<file path="src/rtl/core/first_fit_slot_allocator_top_macros.svh">
// Assertion macros shared by the allocator RTL.
// Needs a clock named clk and a synchronous active-high reset named rst in scope.
`ifndef FIRST_FIT_SLOT_ALLOCATOR_TOP_MACROS_SVH
`define FIRST_FIT_SLOT_ALLOCATOR_TOP_MACROS_SVH

// same-cycle implication
`define FFSA_ASSERT_IMP(name, ante, cons) \
  name: assert property (@(posedge clk) disable iff (rst) (ante) |-> (cons)) \
    else $error("ffsa: check failed");

// next-cycle implication
`define FFSA_ASSERT_NXT(name, ante, cons) \
  name: assert property (@(posedge clk) disable iff (rst) (ante) |=> (cons)) \
    else $error("ffsa: check failed");

`endif

</file>
<file path="src/rtl/core/ffsa_pkg.sv">
// Shared constants, types and codes for the first-fit slot allocator.
// No dependencies; imported by ffsa_cell and the top module.
package ffsa_pkg;

  localparam int SLOTS       = 1024;
  localparam int VALUE_BITS  = 30;
  localparam int AMOUNT_BITS = 30;
  localparam int SLOT_BITS   = 10;
  localparam int COUNT_BITS  = 32;
  localparam int LEVELS      = (SLOTS > 1) ? $clog2(SLOTS) : 1;
  localparam int ROW_BITS    = (LEVELS > 1) ? LEVELS - 1 : 1;
  localparam int LOAD_BITS   = $clog2(SLOTS + 1);

  typedef logic [VALUE_BITS-1:0] val_t;
  typedef logic [LEVELS-1:0]     idx_t;
  typedef logic [ROW_BITS-1:0]   row_t;

  // one row of a level: both children of one parent
  typedef struct packed {
    val_t right;
    val_t left;
  } pair_t;

  // descent token, moves one level per cycle
  typedef struct packed {
    logic valid;
    idx_t idx;     // node index at the level it enters
    idx_t tgt;     // forced path, consumed msb first
    val_t need;
    logic forced;  // follow tgt instead of the fit test
  } dn_tok_t;

  // ascent token, carries the new max of the node below
  typedef struct packed {
    logic valid;
    val_t value;
  } up_tok_t;

  typedef struct packed {
    logic  en;
    logic  we;
    row_t  addr;
    pair_t wdata;
  } ram_req_t;

  typedef enum logic [1:0] {
    STAT_DONE = 2'd0,
    STAT_MISS = 2'd1,
    STAT_FULL = 2'd2
  } status_t;

  typedef enum logic {
    ACT_LOAD  = 1'b0,
    ACT_PLACE = 1'b1
  } action_t;

  typedef enum logic [1:0] {
    S_CLEAR,
    S_IDLE,
    S_WALK,
    S_CLIMB
  } fsm_state_t;

endpackage

</file>
<file path="src/rtl/core/ffsa_cell.sv">
// One tree level of the allocator: fit test on the way down, max refresh on the way up.
// Depends on ffsa_pkg; the level's row RAM sits outside and is driven through ram_req.
module ffsa_cell
  import ffsa_pkg::*;
(
  input  logic     clk,
  input  logic     rst,
  input  logic     clr,
  input  row_t     clr_addr,
  input  dn_tok_t  dn_in,
  output dn_tok_t  dn_out,
  input  up_tok_t  up_in,
  output up_tok_t  up_out,
  output ram_req_t ram_req,
  input  pair_t    ram_rdata
);

  dn_tok_t dn_q;
  logic    side;
  logic    go_right;
  val_t    sib;
  val_t    parent_max;

  // rdata holds this row from the descent until the next descent
  always_comb begin
    go_right = dn_q.forced ? dn_q.tgt[LEVELS-1] : (ram_rdata.left < dn_q.need);

    dn_out.valid  = dn_q.valid;
    dn_out.idx    = (dn_q.idx << 1) | idx_t'(go_right);
    dn_out.tgt    = dn_q.tgt << 1;
    dn_out.need   = dn_q.need;
    dn_out.forced = dn_q.forced;

    sib        = side ? ram_rdata.left : ram_rdata.right;
    parent_max = (up_in.value > sib) ? up_in.value : sib;

    ram_req.en    = clr || dn_in.valid || up_in.valid;
    ram_req.we    = clr || up_in.valid;
    ram_req.wdata = '0;
    priority if (clr) begin
      ram_req.addr = clr_addr;
    end else if (up_in.valid) begin
      ram_req.addr = dn_q.idx[ROW_BITS-1:0];
      if (side) begin
        ram_req.wdata.left  = ram_rdata.left;
        ram_req.wdata.right = up_in.value;
      end else begin
        ram_req.wdata.left  = up_in.value;
        ram_req.wdata.right = ram_rdata.right;
      end
    end else begin
      ram_req.addr = dn_in.idx[ROW_BITS-1:0];
    end
  end

  always_ff @(posedge clk) begin
    if (rst) begin
      dn_q.valid   <= 1'b0;
      up_out.valid <= 1'b0;
    end else begin
      dn_q.valid   <= dn_in.valid;
      up_out.valid <= up_in.valid;
    end
    if (dn_in.valid) begin
      dn_q.idx    <= dn_in.idx;
      dn_q.tgt    <= dn_in.tgt;
      dn_q.need   <= dn_in.need;
      dn_q.forced <= dn_in.forced;
    end
    if (dn_q.valid) begin
      side <= go_right;
    end
    up_out.value <= parent_max;
  end

endmodule

</file>
<file path="config.mk">
export PLATFORM = sky130hd
export DESIGN_NAME = ffsa_cell
export DESIGN_NICKNAME = d
export VERILOG_FILES = /design/src/rtl/core/first_fit_slot_allocator_top_macros.svh /design/src/rtl/core/ffsa_pkg.sv /design/src/rtl/core/ffsa_cell.sv
export SDC_FILE = /design/constraint.sdc
export NUM_CORES = 1
export LEC_CHECK = 0
export CORE_UTILIZATION = 40
export DETAILED_ROUTE_END_ITERATION = 6
export DONT_BUFFER_PORTS = 1
export PLACE_DENSITY_LB_ADDON = 0.1
export SETUP_SLACK_MARGIN = 0.1
export SYNTH_ARGS = -nofsm -noshare
export SYNTH_HDL_FRONTEND = slang
export SYNTH_SLANG_ARGS = --single-unit
</file>
<file path="constraint.sdc">
create_clock -name clk -period 3.2 [get_ports clk]
set_input_delay 0.64 -clock clk [delete_from_list [all_inputs] [get_ports clk]]
set_output_delay 0.64 -clock clk [all_outputs]
set_load 0.02 [all_outputs]
</file>
==> flow_summary.json <==
{
  "status": "finished, final reports clean",
  "cts_tree": "built",
  "cts_sinks": 83,
  "ir_drop_v": 0.000221,
  "avgSynthCellArea_um2": 9.51,
  "grt_max_degree": 53,
  "yosys_warnings": 0,
  "postRouteAntennaNets": 0,
  "cap_violations": 0,
  "drt-total-wl_um": 14400,
  "rsz0062_at_grt": "no",
  "cp.buffers_inverters": 2,
  "clk_latency_ns": 0.34,
  "slowest_stage": "edfxtp_1",
  "hp-start": "rst",
  "max_slew_margin": 0.536,
  "endpoint_kind": "primary output",
  "antenna_found_initial": 0,
  "yosysTopAreaCellShare": 0.265,
  "cp-startpoint": "dn_out[12]$_DFFE_PP_",
  "report.final.slew_viol_count": 0,
  "grt_pass1_vias": 3761,
  "worst_slew_pin_slew_ns": 0.688,
  "critPathMaxStageDelay_ns": 0.50,
  "num_rows": 43,
  "reg2reg_from": "side$_DFFE_PP_",
  "fin_tns_setup_ns": 0,
  "cp.required_ns": 2.56,
  "numCtsBuffers": 9,
  "htree_levels": 3,
  "arrival_ns": 2.36,
  "die_area_um2": 14900,
  "vias": 3964,
  "port-buffer-count": 0,
  "dr.pass1.iters": 4,
  "ys_top_cells_by_count": "mux2i_1 (93), inv_1 (61), ha_1 (59)",
  "drt-initial-drc-count": 98,
  "p_leak_nw": 2.82,
  "final_layout_size_suffix_gt1_frac": 0.0730,
  "cpMostUsedCell": "a21o_1",
  "grt_pass1_wl_um": 20300,
  "netlist_top_cells_area": "edfxtp_1 (27%), mux2i_1 (16%), ha_1 (13%)",
  "multiInputGateArea_um2": 2920,
  "finalSetupViolations": 0,
  "grtUsageTotal": 0.183,
  "grt.overflow.total": 0,
  "hpwl_um": 11500,
  "yosysMostFrequentCell": "mux2i_1",
  "ys_seq_elements": 83,
  "fin_nets": 771,
  "syn2layout_area_growth_pct": 3.66,
  "start_util": 0.413,
  "cts.clk_slew.worst_paths_ns": 0.07,
  "root_buffer": "clkbuf_16",
  "power_density_nw_per_um2": 521,
  "io_pins": 309,
  "synth-edff-count": 51,
  "die_h_um": 122,
  "wire_per_inst_um": 19.4,
  "crit_family": "compound AO/OA/AOI/OAI gates",
  "syn_inst": 607,
  "hold_violations": 0,
  "drcViolationCount": 0,
  "fin_ws_ns": 0.196,
  "regArea_um2": 2170,
  "crit_chain": "inv_1 > ha_1 > a21o_1 > a21o_1 > a21oi_2 > o31ai_2 > o21ai_1 > buf_4 > a32o_2",
  "dpl_worst_slack_ns": 0.131,
  "vias_per_cell": 5.34,
  "skew_ns": 0.00524,
  "diodes": 0,
  "coreArea_um2": 14000,
  "synth.distinct_cells": 37,
  "syn-num-nets": 821,
  "crit_fanout": 2,
  "routabilityCongestion": 0.813,
  "min_period_ns": 3.00,
  "fp.dieW_um": 122,
  "start_kind": "flop",
  "fmax_mhz": 333,
  "n_fill_cell": 1348,
  "synth_area_um2": 5770,
  "hold_class": "input port to flop",
  "path_class": "flop to primary output",
  "cts_buffer_depth": 2,
  "post-route-period-util": 0.939,
  "ys_seq_area_frac": 0.376,
  "synth_top_cell_by_area": "edfxtp_1",
  "synth-async-reset-ratio": 0,
  "cts_hold_buf": 0,
  "ys.flop_type": "edfxtp_1"
}
state kept, by name, summed over array words and instances (netlist names):
| signal | count |
|---|---|
| up_out | 31 |
| dn_q | 10 |
| side | 1 |
| dn_out | 41 |
cell usage in the layout (no fill, tap or decap), drive strengths merged:
master,instances
mux2i,93
inv,61
ha,59
edfxtp,51
a21oi,44
nor2,43
nand2,42
dfxtp,32
nand2b,25
o21ai,20
buf,15
and2,10
clkbuf,10
nand4,9
a21o,7
nand3,5
nor2b,5
clkinv,4
a211oi,3
nor3,3
o211ai,2
and3,2
clkinvlp,2
a21boi,2
o31ai,2
nor4,1
or4,1
o21bai,1
a22oi,1
mux2,1
or3,1
or2,1
a2111oi,1
a221oi,1
a32o,1
conb,1
cell families after synthesis:
family | after synthesis | share of synthesized area
flip-flops | 83 | 0.376
other | 1 | 0.000650
AND/OR/NAND/NOR | 148 | 0.122
AO/OA/AOI/OAI | 85 | 0.0837
multiplexers | 94 | 0.164
buffers and inverters | 137 | 0.126
adder cells (fa/ha/maj) | 59 | 0.128
layout make-up:
type / instances / share of cell area
Multi-Input combinational cell: 387 / 0.487
Sequential cell: 83 / 0.363
Clock buffer: 10 / 0.0383
Inverter: 61 / 0.0383
Tap cell: 180 / 0.0376
Timing Repair Buffer: 15 / 0.0284
Clock inverter: 6 / 0.00711
worst paths after layout:
path	end	slack (ns)	depth (start not counted)
max	dn_out[41]	0.20	9
min	up_out[30]$_SDFF_PP0_	0.36	1
max reg2reg	up_out[0]$_DFF_P_	0.24	10
min reg2reg	side$_DFFE_PP_	0.61	0
through the flow:
step / hold WS, ns / util / cells / total power [mW] / cell area [um2]
floorplan: 0.435 / - / 607 / 2.07 / 5770
global placement: 0.604 / 0.405 / 725 / 2.15 / 5660
detailed placement: 0.597 / 0.405 / 725 / 2.16 / 5660
CTS: 0.342 / 0.425 / 741 / 3.15 / 5950
global route: 0.340 / 0.428 / 742 / 3.27 / 5980
finish: 0.358 / 0.428 / 742 / 3.12 / 5980
layer usage:
| metal | vias to the layer above | GRT usage | routed length, um | part of all wire |
|---|---|---|---|---|
| met3 | 12 | 0.0534 | 1040 | 0.072 |
| li1 | 1934 | - | - | - |
| met5 | - | 0 | 0 | 0 |
| met1 | 1833 | 0.211 | 5900 | 0.41 |
| met2 | 185 | 0.326 | 7260 | 0.50 |
| met4 | 0 | 0.0541 | 199 | 0.014 |
where the power goes:
group	total (mW)	switching, mW	internal [mW]	leakage (nW)
combinational	0.664	0.379	0.284	1.92
sequential	1.48	0.215	1.27	0.768
clock	0.970	0.444	0.526	0.128
total	3.12	1.04	2.08	2.82
repair_timing:
action                     4_1_cts  5_1_grt
resized for setup                4        9
buffers inserted                 0        1
pin swaps                        2        6
setup endpoints to repair        1       23
gates cloned                     0        0
hold endpoints to repair         0        0
No activity file was read; power rests on OpenSTA's default activity.
