[config.mk]
export PLATFORM = sky130hd
export DESIGN_NAME = ffsa_ram
export DESIGN_NICKNAME = d
export VERILOG_FILES = /design/src/rtl/core/first_fit_slot_allocator_top_macros.svh /design/src/rtl/core/ffsa_ram.sv
export SDC_FILE = /design/constraint.sdc
export NUM_CORES = 1
export LEC_CHECK = 0
export BUFFER_PORTS_ARGS = -buffer_cell sky130_fd_sc_hd__buf_2
export CAP_MARGIN = 20
export CORE_UTILIZATION = 50
export CTS_CLUSTER_SIZE = 30
export DETAILED_ROUTE_END_ITERATION = 10
export PLACE_DENSITY = 0.73
export SKIP_CTS_REPAIR_TIMING = 1
export SLEW_MARGIN = 25
export SYNTH_ARGS = -nofsm -noshare
export SYNTH_HDL_FRONTEND = slang
export SYNTH_SLANG_ARGS = --single-unit
[constraint.sdc]
create_clock -name clk -period 1.2 [get_ports clk]
set_clock_uncertainty 0.15 [all_clocks]
set_input_delay 0.18 -clock clk [delete_from_list [all_inputs] [get_ports clk]]
set_output_delay 0.18 -clock clk [all_outputs]
set_load 0.02 [all_outputs]
[src/rtl/core/first_fit_slot_allocator_top_macros.svh]
// Assertion macros shared by the allocator RTL.
// Needs a clock named clk and a synchronous active-high reset named rst in scope.
`ifndef FIRST_FIT_SLOT_ALLOCATOR_TOP_MACROS_SVH
`define FIRST_FIT_SLOT_ALLOCATOR_TOP_MACROS_SVH

// same-cycle implication
`define FFSA_ASSERT_IMP(name, ante, cons) \
  name: assert property (@(posedge clk) disable iff (rst) (ante) |-> (cons)) \
    else $error("ffsa: check failed");

// next-cycle implication
`define FFSA_ASSERT_NXT(name, ante, cons) \
  name: assert property (@(posedge clk) disable iff (rst) (ante) |=> (cons)) \
    else $error("ffsa: check failed");

`endif

[src/rtl/core/ffsa_ram.sv]
// Generic single-port RAM with registered read data, held when not read.
// No dependencies.
module ffsa_ram #(
  parameter int ADDR_BITS = 1,
  parameter int WIDTH     = 8
) (
  input  logic                 clk,
  input  logic                 en,
  input  logic                 we,
  input  logic [ADDR_BITS-1:0] addr,
  input  logic [WIDTH-1:0]     wdata,
  output logic [WIDTH-1:0]     rdata
);

  logic [WIDTH-1:0] mem [0:(1 << ADDR_BITS)-1];

  always_ff @(posedge clk) begin
    if (en && we) begin
      mem[addr] <= wdata;
    end
    if (en && !we) begin
      rdata <= mem[addr];
    end
  end

endmodule

==> results.toml, run 1 <==
[pwr]
seq_power_share_pct = 68.2
p_leak_nw = 0.443
ir_drop_mv = 0.898
switching_share_pct = 18.7
power.net_switching_mw = 0.266
internal-power_mw = 1.16
comb_power_share_pct = 8.8
p_clk_share_pct = 23.0
powerDensity_nw_per_um2 = 1260

[sta]
max-slew-margin-rel_pct = 81.9
max_clock_freq_ghz = 0.852
hold_viol = 0
min_period_ns = 1.17
holdWs_ns = 0.195
worst_slew_pin_slew_ns = 0.271
rsz0062_at_grt = "yes"
finalMaxSlewViolations = 0
setup_viol = 0
final.period_utilization_pct = 97.9

[run]
cap_violations = 0

[critical_path]
crit_chain = "buf_6"
cp.required_ns = 0.87
slowest_stage = "edfxtp_1"
worstSetupPathType = "reg -> out"
cp-start-kind = "flop"
slowest_delay_ns = 0.40
path_max_fanout = 1
critPathBufInv = 1
setup.worst_path.end_class = "output port"
cp.arrival_ns = 0.84
crit_family = "flip-flops"

[placed_design]
gp_congestion = 0.636
portBuffers = 19

[global_routing]
track_usage_pct = 10.9
grt_max_degree = 14
grt_pass1_wl_mm = 1.47
grt_pass1_vias = 357
use_met1_pct = 12.1
grt_busiest_layer = "met2"
grt_util_met3_pct = 2.92
antenna_found_initial = 0
met2_usage_pct = 19.1
grt_overflow = 0

[detailed_routing]
drt_wl_total_um = 995
viasPerCell = 4.90
vias = 407
drc = 0
drt_iter0_drc = 6
antenna_left = 0
first_pass_iters = 6
wl_per_cell_um = 12.0

[clock_network]
tritoncts = "built"
clkLatencyLatePin_ns = 0.30
htreeDepth = 1
clkSlewWorstSetupHoldPaths_ns = 0.11
cts_max_path_buffers = 2
cts_buffers = 3
cts_sinks = 24
cts_root_buf = "clkbuf_4"

[yosys]
synth-simple-area-share_pct = 2.71
avgSynthCellArea_um2 = 24.3
synth_warnings = 0
synth_nets = 48
synthMuxAreaShare_pct = 13.7
synth_seq_cells = 24
synthAdderAreaFrac_pct = 0
syn_inst = 36
yosysSeqAreaShare_pct = 82.3
syn_area_um2 = 876
synthXorXnorAreaFrac_pct = 0
synth_top_family_by_area = "multiplexers"
synth_compound_area_share_pct = 0
synth_cell_types = 6

[layout]
n_antenna_cell = 0
finalCoreUtilization_pct = 71.7
fillers = 95
final_nets = 80
drive_gt1_share_pct = 49.3
area_growth_pct = 29.1

[floorplanning]
die_h_um = 43.9
io_pins = 20
start_util_pct = 55.6
die_area_um2 = 1920
die_w_um = 43.9
fp-row-count = 14
fp.coreArea_um2 = 1580

[run_status]
status = "finished clean"

[worst_hold_path]
hold_path.class = "in -> reg"
==> cell families (layout without fill, tap and decap cells) <==
logic type    Yosys count  after routing
flops                  24             24
mux                     8              8
simple gates            3              3
buf+inv                 1             32
==> state kept, by name, indices dropped and copies added (netlist names) <==
register / count
mem: 16
rdata: 8
==> cell usage after synthesis <==
master / n / area [um2]
nor2b_1: 1 / 6.26
and3_2: 1 / 7.51
buf_6: 1 / 11.3
edfxtp_1: 24 / 721
and3b_2: 1 / 10.0
mux2_4: 8 / 120
==> metrics by stage <==
step	total power, mW	cell area, um2	worst slack [ns]	cells	TNS, ns
2_1_floorplan	1.06	876	0.0766	36	0
3_5_place_dp	1.09	987	-0.0856	71	-1.04
4_1_cts	1.42	1010	0.00543	75	0
3_3_place_gp	1.09	987	-0.0637	71	-0.823
6_report	1.43	1130	0.0257	83	0
5_1_grt	1.49	1130	-0.0221	83	-0.0786
==> power groups by stage <==
stage	registers [mW]	clock network, mW	logic (mW)
3_3_place_gp	0.991	0	0.0986
5_1_grt	0.976	0.375	0.136
4_1_cts	0.972	0.350	0.0999
3_5_place_dp	0.991	0	0.100
6_report	0.973	0.329	0.126
2_1_floorplan	1.00	0	0.0537
==> layout by cell type, fill, tap and decap left out <==
master and instances:
edfxtp_1 24, buf_2 13, mux2_4 8, dlygate4sd3_1 8, buf_6 6, clkbuf_4 3
and3_2 1, nor2b_1 1, and3b_2 1, clkinv_1 1, buf_4 1
==> cell type report <==
cell class / instances / area [um2] / area share [%]
Clock buffer: 3 / 22.5 / 1.99
Tap cell: 16 / 20.0 / 1.77
Clock inverter: 1 / 3.75 / 0.332
Multi-Input combinational cell: 11 / 144 / 12.7
Sequential cell: 24 / 721 / 63.7
Timing Repair Buffer: 28 / 220 / 19.5
==> metal layers <==
layer | up-vias | wire length (um)
li1 | 206 | -
met1 | 184 | 397
met2 | 17 | 545
met3 | 0 | 52
met4 | 0 | 0
met5 | - | 0
==> worst paths after layout <==
check / startpoint / end / slack (ns) / cells past startpoint
min reg2reg: mem[1][5] / rdata[5] / 0.41 / 1
max: rdata[6] / rdata[6] / 0.03 / 1
min: we / rdata[0] / 0.20 / 3
max reg2reg: mem[0][1] / rdata[1] / 0.16 / 1
No activity file was read; power rests on OpenSTA's default activity.
==> run 2: changes to the inputs <==
ABC_AREA = 1   (was not set)
clock period = 1.3 ns   (was 1.2 ns; I/O delays follow)
==> run 2 against run 1 <==
  * Synthesized cell count is 53% higher
  * Cell count rose by 25%
  * Flip-flop and latch count stayed put
  * Via count up 21%
  * Worst setup slack improved by 0.11 ns
  * Critical path depth is the same
  * Global-route usage increased by 2.7 points
  * First-iteration DRC count rose by 100%
  * Critical path type unchanged
  * Highest routed layer is now met4
==> results.toml, run 2 <==
[yosys]
synth_most_common_cell = "nand2_1"
yosysTopAreaCell = "edfxtp_1"
synth_area_leaders = "edfxtp_1 (85%), nand2_1 (11%), buf_6 (1.3%)"
synth_edf_count = 24
synth_ff_type = "edfxtp_1"
synth_nets = 67
avgSynthCellArea_um2 = 15.4
synth_seq_cells = 24
synth_cell_types = 6
synthArstFlopShare_pct = 0
yosysSeqAreaShare_pct = 85.3
synth_warnings = 0
syn_inst = 55
syn_area_um2 = 845
netlist_top_cells_count = "nand2_1 (25), edfxtp_1 (24), nor2_1 (3)"
synth_top_area_share_pct = 85.3

[placed_design]
portBuffers = 19
gp_congestion = 0.690
dpl.hpwl_um = 831

[sta]
max_clock_freq_ghz = 0.856
setup-tns-final_ns = 0
max-slew-margin-rel_pct = 88.8
rsz0062_at_grt = "no"
final.period_utilization_pct = 89.9
holdWs_ns = 0.149
hold_viol = 0
min_period_ns = 1.17
setup_viol = 0
finalMaxSlewViolations = 0
worst_slew_pin_slew_ns = 0.168

[worst_hold_path]
hold-path-endpoint = "rdata[2]"
min_from = "addr"
timing.hold.worst_path_depth = 3
hold_path.class = "in -> reg"

[pwr]
ir_drop_mv = 0.958
total_power_mw = 1.30
p_leak_nw = 0.456
powerDensity_nw_per_um2 = 1200

[critical_path]
path_max_fanout = 1
slowest_delay_ns = 0.37
r2r_end = "rdata[7]"
cp-start-kind = "flop"
cp.required_ns = 0.95
setup.worst_path.end_class = "output port"
rr_startpoint = "mem[1][7]"
slowest_stage = "edfxtp_1"
reg2reg_slack_ns = 0.40
critPathBufInv = 1
cp.arrival_ns = 0.82
worstSetupPathType = "reg -> out"
crit_chain = "buf_2"
reg2reg_depth = 2
crit_family = "flip-flops"

[detailed_routing]
drt_wl_total_mm = 1.20
viasPerCell = 4.74
vias = 493
first_pass_iters = 4
antenna_left = 0
drc = 0
wl_per_cell_um = 11.5
drt_iter0_drc = 12

[floorplanning]
die_w_um = 43.1
start_util_pct = 54.8
die_h_um = 43.1
io_pins = 20
fp-row-count = 14
fp.coreArea_um2 = 1540
die_area_um2 = 1860

[layout]
final_common_cell = "nand2_1"
final_nets = 102
drive_gt1_share_pct = 30.7
finalCoreUtilization_pct = 70.1
largest_reg_flops = 16
area_growth_pct = 28.0
top_register = "mem"
fillers = 104
final_cell_mix = "nand2_1 (25), edfxtp_1 (24), buf_2 (19)"
largestRegisters = "mem x16, rdata x8"
n_antenna_cell = 0

[clock_network]
htreeDepth = 1
cts_root_buf = "clkbuf_4"
tritoncts = "built"
clkLatencyLatePin_ns = 0.29
clkSlewWorstSetupHoldPaths_ns = 0.12
cts_buffers = 3
cts_sinks = 24
cts_max_path_buffers = 2

[run_status]
status = "finished clean"

[run]
cap_violations = 0

[global_routing]
grt_max_degree = 13
grt_overflow = 0
track_usage_pct = 13.6
antenna_found_initial = 0
grt_pass1_vias = 436
grt_pass1_wl_mm = 1.84
[run 2: cells by family after synthesis]
group / Yosys count / synth area share, %
DFF: 24 / 85.3
and+or+nand+nor: 28 / 12.4
buffers and inverters: 3 / 2.22
[run 2: area by class of cell]
cell class                 count  area (um2)  share of cell area, %
sequential                    24         721                   66.7
inverter                       2        7.51                  0.694
clock buffer                   3        22.5                   2.08
multi-input combinational     28         105                   9.72
timing repair buffer          31         205                   19.0
tap                           16        20.0                   1.85
[run 2: how the worst max path moves through the flow]
stage | startpoint | depth (start not counted) | to
global placement | addr | 4 | mem[1][0]
detailed placement | addr | 4 | mem[1][0]
finish | rdata[2] | 1 | rdata[2]
global route | rdata[6] | 1 | rdata[6]
CTS | rdata[1] | 1 | rdata[1]
floorplan | addr | 3 | mem[1][0]
[run 2: report_power, final]
part	internal (mW)	switching, mW	total [mW]
sequential	0.890	0.00788	0.898
combinational	0.0492	0.0554	0.105
clock	0.107	0.187	0.294
total	1.05	0.250	1.30
[run 2: stage by stage]
step / area (um2) / instances / setup slack (ns)
2_1_floorplan: 845 / 55 / 0.0242
3_3_place_gp: 978 / 93 / 0.176
3_5_place_dp: 978 / 93 / 0.167
4_1_cts: 1000 / 96 / 0.125
5_1_grt: 1080 / 104 / 0.0865
6_report: 1080 / 104 / 0.131
[run 2: metal layers]
metal	vias up	routed length, um	track usage, %
met5	-	0	0
met4	0	19	1.82
met3	2	65	2.98
met2	22	658	26.0
met1	216	454	15.7
li1	253	-	-
==> run 3: changes to the inputs <==
CORE_UTILIZATION = 40   (was 50)
PLACE_DENSITY = 0.6   (was 0.73)
==> run 3 against run 2 <==
  * First-iteration DRC count is 42% lower
  * Cell area is 1.6% higher
  * Fmax fell by 0.84%
  * Sequential power is essentially flat
  * Combinational power hardly changed
  * Utilization shrank 15 points
  * Cell count is 12% higher
  * Critical endpoint is now rdata[1]
  * Highest routed layer unchanged
  * Hold slack got worse by 0.019 ns
  * Count of clock-buffer cells in the layout unchanged
==> results.toml, run 3 (synthesis gave the netlist of run 2 again) <==
[clock_network]
cts_sinks = 24
htreeDepth = 1
clkLatencyLatePin_ns = 0.30
cts_buffers = 3
cts_max_path_buffers = 2
cts_root_buf = "clkbuf_4"
clkSlewWorstSetupHoldPaths_ns = 0.12
tritoncts = "built"

[critical_path]
cp.required_ns = 0.95
slowest_stage = "edfxtp_1"
critPathBufInv = 1
setup.worst_path.end_class = "output port"
path_max_fanout = 1
cp-start-kind = "flop"
slowest_delay_ns = 0.37
crit_family = "flip-flops"
cp.arrival_ns = 0.83
crit_chain = "buf_2"
worstSetupPathType = "reg -> out"

[sta]
setup-tns-final_ns = 0
min_period_ns = 1.18
worst_slew_pin_slew_ns = 0.156
finalMaxSlewViolations = 0
max_clock_freq_ghz = 0.848
rsz0062_at_grt = "no"
final.period_utilization_pct = 90.7
setup_ws_ns = 0.121
hold_viol = 0
max-slew-margin-rel_pct = 89.6
setup_viol = 0

[layout]
drive_gt1_share_pct = 30.3
top_register = "mem"
stdcell_count = 116
largestRegisters = "mem x16, rdata x8"
largest_reg_flops = 16
final_cell_mix = "nand2_1 (25), edfxtp_1 (24), buf_2 (19)"
final_nets = 102
final_common_cell = "nand2_1"
area_growth_pct = 30.1
n_antenna_cell = 0

[floorplanning]
fp-row-count = 16
die_area_um2 = 2300
io_pins = 20
fp.coreArea_um2 = 1980
die_h_um = 48.0
die_w_um = 48.0
start_util_pct = 42.6

[global_routing]
grt_max_degree = 14
grt_overflow = 0
grt_pass1_wl_mm = 1.67
grt_pass1_vias = 396
track_usage_pct = 11.0
antenna_found_initial = 0

[run]
cap_violations = 0

[detailed_routing]
drt_wl_total_mm = 1.07
antenna_left = 0
viasPerCell = 4.11
wl_per_cell_um = 9.22
drc = 0
vias = 477
first_pass_iters = 2
drt_iter0_drc = 7

[pwr]
powerDensity_nw_per_um2 = 1190
p_leak_nw = 0.457
ir_drop_mv = 0.704
total_power_mw = 1.31

[placed_design]
place_ws_ns = 0.162
placed_cells = 104
gp_congestion = 0.747
portBuffers = 19

[run_status]
status = "finished clean"

[worst_hold_path]
hold_path.class = "in -> reg"
## run 3: cell types whose count changed in the layout (fill, tap and decap cells not counted), sizes merged
cell,previous run,this run
clkinv,0,1
## run 3: per-layer routing
metal | GRT usage, % | up-vias | wire (um)
li1 | - | 254 | -
met1 | 15.7 | 206 | 458
met2 | 14.6 | 15 | 544
met3 | 3.02 | 2 | 58
met4 | 7.22 | 0 | 8
met5 | 0 | - | 0
## run 3: worst register-to-register path, cell delays in order, from the launching register on
cell	delay, ns
edfxtp_1	0.40
nand2_1	0.08
nand2_1	0.05
## run 3: power breakdown
| part | switching (mW) | internal, mW | leakage, nW |
|---|---|---|---|
| clock | 0.194 | 0.112 | 0.0154 |
| combinational | 0.0532 | 0.0490 | 0.218 |
| sequential | 0.00775 | 0.890 | 0.224 |
## run 3: layout make-up
class                   count  area (um2)
well taps                  27        33.8
multi-input cells          28         105
clock inverters             1        3.75
flip-flops and latches     24         721
clock buffers               3        22.5
repair buffers             31         205
inverters                   2        7.51
fillers                   164         883
## run 3: stage by stage
| stage | instance area (um2) | utilization [%] | hold slack, ns |
|---|---|---|---|
| after floorplan | 845 | - | 0.144 |
| after detailed placement | 992 | 50.1 | 0.236 |
| after global routing | 1100 | 55.4 | 0.151 |
| after global placement | 992 | 50.1 | 0.234 |
| after CTS | 1020 | 51.4 | -0.0858 |
| final | 1100 | 55.4 | 0.130 |
## run 3: final timing paths
check,cells past startpoint,startpoint,to,slack [ns]
worst max register to register,2,mem[1][1],rdata[1],0.40
worst max-delay path,1,rdata[1],rdata[1],0.12
worst min-delay path,3,addr,rdata[6],0.13
worst min register to register,2,mem[0][3],rdata[3],0.37
